<file path="config.mk">
export PLATFORM = sky130hd
export DESIGN_NAME = rgb_to_hsv_convert_top
export DESIGN_NICKNAME = d
export VERILOG_FILES = /design/src/rtl/core/rgbhsv_pkg.sv /design/src/rtl/core/rgb_to_hsv_convert_top.sv
export SDC_FILE = /design/constraint.sdc
export NUM_CORES = 1
export LEC_CHECK = 0
export BUFFER_PORTS_ARGS = -buffer_cell sky130_fd_sc_hd__buf_2
export CELL_PAD_IN_SITES_DETAIL_PLACEMENT = 0
export CELL_PAD_IN_SITES_GLOBAL_PLACEMENT = 1
export CORE_AREA = 10 10 312 194
export CTS_CLUSTER_DIAMETER = 120
export DETAILED_ROUTE_END_ITERATION = 8
export DIE_AREA = 0 0 322 204
export PLACE_DENSITY_LB_ADDON = 0.1
export SYNTH_ARGS = -nofsm -noshare
export SYNTH_HDL_FRONTEND = slang
export SYNTH_SLANG_ARGS = --single-unit
</file>
<file path="constraint.sdc">
create_clock -name i_clk -period 14 [get_ports i_clk]
set_clock_uncertainty 0.15 [all_clocks]
set_input_delay 0.7 -clock i_clk [delete_from_list [all_inputs] [get_ports i_clk]]
set_output_delay 0.7 -clock i_clk [all_outputs]
set_load 0.02 [all_outputs]
</file>
<file path="src/rtl/core/rgbhsv_pkg.sv">
// ----------------------------------------------------------------------------
// rgbhsv_pkg
// Shared types, constants and the divider step of the rgb to hsv converter.
// ----------------------------------------------------------------------------
package rgbhsv_pkg;

    localparam int unsigned CHAN_W    = 8;
    localparam int unsigned HUE_W     = 13;
    localparam int unsigned QUO_W     = 10;               // quotient bits, hue up to 960
    localparam int unsigned NUM_W     = QUO_W + CHAN_W;   // dividend bits
    localparam int unsigned DIV_STEPS = QUO_W;

    localparam logic [HUE_W-1:0] HUE_RED   = 13'd0;
    localparam logic [HUE_W-1:0] HUE_GREEN = 13'd1920;
    localparam logic [HUE_W-1:0] HUE_BLUE  = 13'd3840;
    localparam logic [HUE_W-1:0] HUE_FULL  = 13'd5760;

    // divider word: remainder in the upper bits, dividend / quotient bits below
    typedef logic [NUM_W-1:0] t_div_word;

    typedef struct packed {
        t_div_word               hue_w;
        logic [CHAN_W-1:0]       hue_den;
        t_div_word               sat_w;
        logic [CHAN_W-1:0]       sat_den;
        logic                    neg;
        logic [HUE_W-1:0]        base;
        logic                    gray;
        logic                    black;
        logic [CHAN_W-1:0]       value;
    } t_pipe;

    // one restoring division step, remainder stays below the divisor
    function automatic t_div_word div_step(input t_div_word w, input logic [CHAN_W-1:0] den);
        logic [CHAN_W:0]   trial;
        logic [CHAN_W:0]   diff;
        logic              take;
        logic [CHAN_W-1:0] rem;
        trial = w[NUM_W-1 -: (CHAN_W + 1)];
        diff  = trial - {1'b0, den};
        take  = (trial >= {1'b0, den});
        rem   = take ? diff[CHAN_W-1:0] : trial[CHAN_W-1:0];
        return {rem, w[QUO_W-2:0], take};
    endfunction

endpackage

</file>
<file path="src/rtl/core/rgb_to_hsv_convert_top.sv">
// ----------------------------------------------------------------------------
// rgb_to_hsv_convert_top
// Pipelined rgb to hsv pixel converter with restoring dividers for hue and
// saturation, one quotient bit per stage.
// ----------------------------------------------------------------------------
//  channel  direction  handshake            payload
//  pixel    in         i_valid / o_stall    i_red, i_green, i_blue
//  hsv      out        o_valid / i_stall    o_hue_x16, o_saturation, o_value
//
//  one pixel per clock sustained when nothing stalls; 13 register stages, which a
//  pixel passes in order before o_valid rises: the front compare stage, the
//  scaling stage, the 10 quotient-bit stages of the two parallel dividers and
//  the output register
//  reset clears all valid bits, payload registers are not reset
//  a stalled stage holds, empty stages ahead of it still fill (bubbles squeeze out)
//  o_stall rises only when every stage holds a word and the output is stalled
// ----------------------------------------------------------------------------
module rgb_to_hsv_convert_top (
    input  logic        i_clk,
    input  logic        i_rst_n,
    input  logic        i_valid,
    output logic        o_stall,
    input  logic [7:0]  i_red,
    input  logic [7:0]  i_green,
    input  logic [7:0]  i_blue,
    output logic        o_valid,
    input  logic        i_stall,
    output logic [12:0] o_hue_x16,
    output logic [7:0]  o_saturation,
    output logic [7:0]  o_value
);

    localparam int unsigned N = rgbhsv_pkg::DIV_STEPS;

    // front stage
    logic                                r_fv;
    logic [rgbhsv_pkg::CHAN_W-1:0]       r_f_abs;
    logic [rgbhsv_pkg::CHAN_W-1:0]       r_f_d;
    logic [rgbhsv_pkg::CHAN_W-1:0]       r_f_max;
    logic                                r_f_neg;
    logic [rgbhsv_pkg::HUE_W-1:0]        r_f_base;

    rgbhsv_pkg::t_pipe                   r_p  [0:N];
    logic                                r_pv [0:N];

    logic                                r_ov;
    logic [rgbhsv_pkg::HUE_W-1:0]        r_hue;
    logic [rgbhsv_pkg::CHAN_W-1:0]       r_sat;
    logic [rgbhsv_pkg::CHAN_W-1:0]       r_val;

    logic                                rdy_out;
    logic                                rdy_f;
    logic                                rdy_p [0:N];

    // ready chain, a stage moves when it is empty or the next one moves
    always_comb begin
        rdy_out = !r_ov || !i_stall;
        rdy_p[N] = !r_pv[N] || rdy_out;
        for (int k = N - 1; k >= 0; k--) begin
            rdy_p[k] = !r_pv[k] || rdy_p[k+1];
        end
        rdy_f = !r_fv || rdy_p[0];
    end

    assign o_stall = !rdy_f;

    // front: max, min, sector select and signed difference
    logic [7:0]  mx;
    logic [7:0]  mn;
    logic [7:0]  sa;
    logic [7:0]  sb;
    logic [12:0] base;
    always_comb begin
        mx = (i_red > i_green) ? i_red : i_green;
        mx = (i_blue > mx) ? i_blue : mx;
        mn = (i_red < i_green) ? i_red : i_green;
        mn = (i_blue < mn) ? i_blue : mn;
        if (i_blue == mx) begin
            sa = i_red;   sb = i_green; base = rgbhsv_pkg::HUE_BLUE;
        end else if (i_green == mx) begin
            sa = i_blue;  sb = i_red;   base = rgbhsv_pkg::HUE_GREEN;
        end else begin
            sa = i_green; sb = i_blue;  base = rgbhsv_pkg::HUE_RED;
        end
    end

    always_ff @(posedge i_clk) begin
        if (!i_rst_n) begin
            r_fv <= 1'b0;
        end else if (rdy_f) begin
            r_fv <= i_valid;
        end
    end

    always_ff @(posedge i_clk) begin
        if (rdy_f) begin
            r_f_neg  <= (sa < sb);
            r_f_abs  <= (sa < sb) ? (sb - sa) : (sa - sb);
            r_f_d    <= mx - mn;
            r_f_max  <= mx;
            r_f_base <= base;
        end
    end

    // scaling: 960 * |a - b| and 255 * (max - min)
    rgbhsv_pkg::t_pipe n_p0;
    always_comb begin
        n_p0.hue_w   = ({r_f_abs, 10'd0} - {4'd0, r_f_abs, 6'd0});
        n_p0.hue_den = r_f_d;
        n_p0.sat_w   = {2'd0, ({r_f_d, 8'd0} - {8'd0, r_f_d})};
        n_p0.sat_den = r_f_max;
        n_p0.neg     = r_f_neg;
        n_p0.base    = r_f_base;
        n_p0.gray    = (r_f_d == 8'd0);
        n_p0.black   = (r_f_max == 8'd0);
        n_p0.value   = r_f_max;
    end

    always_ff @(posedge i_clk) begin
        if (!i_rst_n) begin
            r_pv[0] <= 1'b0;
        end else if (rdy_p[0]) begin
            r_pv[0] <= r_fv;
        end
    end

    always_ff @(posedge i_clk) begin
        if (rdy_p[0]) begin
            r_p[0] <= n_p0;
        end
    end

    // divider stages, one quotient bit each for both divisions
    for (genvar j = 1; j <= N; j++) begin : g_div
        rgbhsv_pkg::t_pipe n_p;
        always_comb begin
            n_p       = r_p[j-1];
            n_p.hue_w = rgbhsv_pkg::div_step(r_p[j-1].hue_w, r_p[j-1].hue_den);
            n_p.sat_w = rgbhsv_pkg::div_step(r_p[j-1].sat_w, r_p[j-1].sat_den);
        end

        always_ff @(posedge i_clk) begin
            if (!i_rst_n) begin
                r_pv[j] <= 1'b0;
            end else if (rdy_p[j]) begin
                r_pv[j] <= r_pv[j-1];
            end
        end

        always_ff @(posedge i_clk) begin
            if (rdy_p[j]) begin
                r_p[j] <= n_p;
            end
        end
    end

    // final: floor for negative differences, sector offset and wrap, zero hue for gray, zero saturation for black
    logic [9:0]  q_h;
    logic [7:0]  rem_h;
    logic [10:0] mag;
    logic [12:0] top;
    logic [12:0] n_hue;
    logic [7:0]  n_sat;
    always_comb begin
        q_h   = r_p[N].hue_w[rgbhsv_pkg::QUO_W-1:0];
        rem_h = r_p[N].hue_w[rgbhsv_pkg::NUM_W-1 -: rgbhsv_pkg::CHAN_W];
        mag   = {1'b0, q_h} + {10'd0, (r_p[N].neg && (rem_h != 8'd0))};
        top   = (r_p[N].base == rgbhsv_pkg::HUE_RED) ? rgbhsv_pkg::HUE_FULL : r_p[N].base;
        if (r_p[N].gray) begin
            n_hue = 13'd0;
        end else if (r_p[N].neg) begin
            n_hue = top - {2'd0, mag};
        end else begin
            n_hue = r_p[N].base + {3'd0, q_h};
        end
        n_sat = r_p[N].black ? 8'd0 : r_p[N].sat_w[7:0];
    end

    always_ff @(posedge i_clk) begin
        if (!i_rst_n) begin
            r_ov <= 1'b0;
        end else if (rdy_out) begin
            r_ov <= r_pv[N];
        end
    end

    always_ff @(posedge i_clk) begin
        if (rdy_out) begin
            r_hue <= n_hue;
            r_sat <= n_sat;
            r_val <= r_p[N].value;
        end
    end

    assign o_valid      = r_ov;
    assign o_hue_x16    = r_hue;
    assign o_saturation = r_sat;
    assign o_value      = r_val;

    a_hue_range: assert property (@(posedge i_clk) disable iff (!i_rst_n)
        o_valid |-> (o_hue_x16 < rgbhsv_pkg::HUE_FULL))
        else $error("hue out of range");

    a_black_sat: assert property (@(posedge i_clk) disable iff (!i_rst_n)
        (o_valid && (o_value == 8'd0)) |-> (o_saturation == 8'd0))
        else $error("black pixel with nonzero saturation");

    a_gray_hue: assert property (@(posedge i_clk) disable iff (!i_rst_n)
        (o_valid && (o_saturation == 8'd0) && (o_value != 8'd0)) |-> (o_hue_x16 == 13'd0))
        else $error("gray pixel with nonzero hue");

    a_full_stall: assert property (@(posedge i_clk) disable iff (!i_rst_n)
        o_stall |-> (r_ov && i_stall && r_fv && r_pv[0] && r_pv[N]))
        else $error("input stalled while pipeline has room");

    a_drain: assert property (@(posedge i_clk) disable iff (!i_rst_n)
        (r_pv[N] && rdy_out) |=> o_valid)
        else $error("word lost at output register");

endmodule
</file>
==> flow_metrics.tcl <==
set metrics [dict create \
    cts_sinks 616 \
    cts_max_path_buffers 3 \
    drc 0 \
    cts-resized-gates 0 \
    syn_avg_cell_area_um2 12.3 \
    synth_seq_cells 616 \
    yosysSeqAreaShare_pct 60.8 \
    grt_pass1_vias 17800 \
    ioPinCount 59 \
    drv_slew 0 \
    timing.final.crit_share_pct 49.0 \
    clkTransAtPathRegs_ns 0.06 \
    num-fill-cells 4353 \
    grt_pass1_wl_um 98400 \
    core_area_mm2 0.0550 \
    min_period_ns 6.86 \
    place_congestion 0.867 \
    fin_util_pct 60.7 \
    drt_iter0_drc 1483 \
    rows 67 \
    ys_top_cells_by_area "edfxtp_1 (61%), ha_1 (9.5%), inv_1 (4.4%), o21ai_0 (2.9%), a21oi_1 (2.3%)" \
    fin_area_mm2 0.0334 \
    cts_hold_buf 0 \
    setup_violations 0 \
    cap_violations 0 \
    synth.largest_area_cell "edfxtp_1" \
    ant_nets 0 \
    crit_buf_inv 6 \
    worstPathRequired_ns 14.23 \
    hold_viol_final 0 \
    relSlewSlack_pct 25.4 \
    drive_gt1_share_pct 7.58 \
    clkLatencyLatePin_ns 0.64 \
    routed_wl_um 60700 \
    syn_to_final_growth_pct 9.99 \
    yosys_most_used_dff "edfxtp_1" \
    hold_path_class "input pin to flip-flop" \
    postSynth.asyncResetShare_pct 0 \
    cp_max_fo 30 \
    die_w_um 322 \
    final_nets 2833 \
    cpLargestDelayFamily "compound AO/OA/AOI/OAI gates" \
    synth-edff-count 613 \
    vdd_drop_max_mv 0.132 \
    dpl_cell_area_mm2 0.0315 \
    start_kind "input pin" \
    cts_tree "built" \
    crit_arrival_ns 7.09 \
    cts-root-buf "clkbuf_16" \
    setup_tns_ns 0 \
    post_cts_buffers 0 \
    layout_commonest_cell "edfxtp_1" \
    critPathCaptureType "flip-flop" \
    rsz0062_at_grt "false" \
    crit_type "input pin to flip-flop" \
    overflow 0 \
    start_util_pct 55.2 \
    worst_slew_pin_slew_ns 1.12 \
    yosysWarnings 0 \
    portBuffers 58 \
    cts_buffers 56 \
    syn-cell-area_mm2 0.0304 \
    dp_hpwl_um 45300 \
    final_cell_mix "edfxtp_1 (613), inv_1 (351), ha_1 (230)" \
    gr-usage-all-layers_pct 18.8 \
    dieArea_mm2 0.0657 \
    routed_via_density 5.48 \
    p_leak_nw 14.1 \
    netlist-cell-type-count 62 \
    synth_cells 2468 \
    die_h_um 204 \
    vias 18200 \
    worst_path_largest_cell_delay_ns 0.57 \
    antenna_found_initial 1 \
    netlist.area_leader.share_pct 60.6 \
    synth_nets 2749 \
    cp_slowest_cell "nor2_2" \
    cts-htree-levels 2 \
    grt_max_degree 56 \
    status "finished, final reports clean" \
    power_density_mw_per_mm2 260 \
    routedWlPerCell_um 18.3 \
    max_freq_mhz 146 \
    drt-pass1-iter-count 5 \
]
## state kept, by name, indices dropped and copies added, names as in the netlist, 3 cells and up
name	flops
r_pv	11
r_f_base	3
o_saturation	8
o_value	8
r_f_max	8
r_f_abs	8
r_p	546
r_f_d	8
o_hue_x16	13
## per-layer routing
layer  part of all wire, %  GRT usage (%)  up-vias
li1                      -              -     8986
met1                    53           30.2     8759
met2                    39           25.7      399
met3                   6.2           3.88       70
met4                   1.5           3.66        0
met5                     0              0        -
## stage by stage
stage	cells	hold slack [ns]	power [mW]	worst slack, ns
2_1_floorplan	2468	0.250	6.13	7.46
3_3_place_gp	3218	0.251	7.01	6.66
3_5_place_dp	3218	0.255	7.11	6.57
4_1_cts	3322	0.0997	8.74	7.21
5_1_grt	3322	0.118	9.43	6.52
6_report	3323	0.128	8.69	7.14
## area by class of cell
| type | count | area (µm²) | area share (%) |
|---|---|---|---|
| well taps | 724 | 906 | 2.71 |
| inverters | 356 | 1340 | 4.00 |
| clock buffers | 68 | 1470 | 4.40 |
| clock inverters | 36 | 428 | 1.28 |
| multi-input cells | 1448 | 10400 | 31.1 |
| flip-flops and latches | 616 | 18500 | 55.3 |
| diodes | 1 | 2.50 | 0.00750 |
| repair buffers | 74 | 410 | 1.23 |
## logic make-up (layout without fill, tap and decap cells)
group / count (synthesis) / count (layout) / share of synthesized area [%]
compound gates: 510 / 510 / 10.2
xor+xnor: 113 / 113 / 3.26
fa+ha+maj: 253 / 253 / 11.0
buf+inv: 404 / 534 / 5.06
flops: 616 / 616 / 60.8
mux: 41 / 41 / 1.39
other cells: 0 / 1 / 0
simple gates: 531 / 531 / 8.19
## cell usage after synthesis, types with 3 or more instances
| master | number |
|---|---|
| a211o_1 | 4 |
| a211oi_1 | 6 |
| a21boi_0 | 26 |
| a21o_1 | 47 |
| a21oi_1 | 139 |
| a311oi_1 | 18 |
| and2_1 | 5 |
| and3_1 | 45 |
| buf_2 | 10 |
| clkbuf_1 | 34 |
| dfxtp_1 | 3 |
| edfxtp_1 | 613 |
| fa_1 | 23 |
| ha_1 | 230 |
| inv_1 | 356 |
| mux2_2 | 10 |
| mux2i_1 | 31 |
| nand2_1 | 169 |
| nand2b_1 | 17 |
| nand3_1 | 19 |
| nand4_1 | 37 |
| nor2_1 | 160 |
| nor2b_1 | 40 |
| nor3_1 | 20 |
| o2111ai_1 | 4 |
| o211ai_1 | 3 |
| o21a_1 | 4 |
| o21ai_0 | 174 |
| o21ai_1 | 6 |
| o21bai_1 | 22 |
| o22ai_1 | 3 |
| o31ai_1 | 36 |
| or4_1 | 4 |
| xnor2_1 | 58 |
| xor2_1 | 55 |
## path summary, 6_finish.rpt
path	startpoint	cells past startpoint	slack [ns]	end
setup / recovery	i_green[3]	29	7.14	r_f_abs[7]
hold / removal	i_valid	2	0.13	r_fv
setup reg to reg	r_p[10][23]	15	10.33	o_hue_x16[11]
hold reg to reg	r_p[7][23]	0	0.26	r_p[8][23]
## where the power goes
group	internal (mW)	total, mW	switching, mW
registers	3.21	3.69	0.482
logic	1.43	3.42	1.99
clock network	0.901	1.58	0.681
total	5.54	8.69	3.15
No activity file was read; power rests on OpenSTA's default activity.
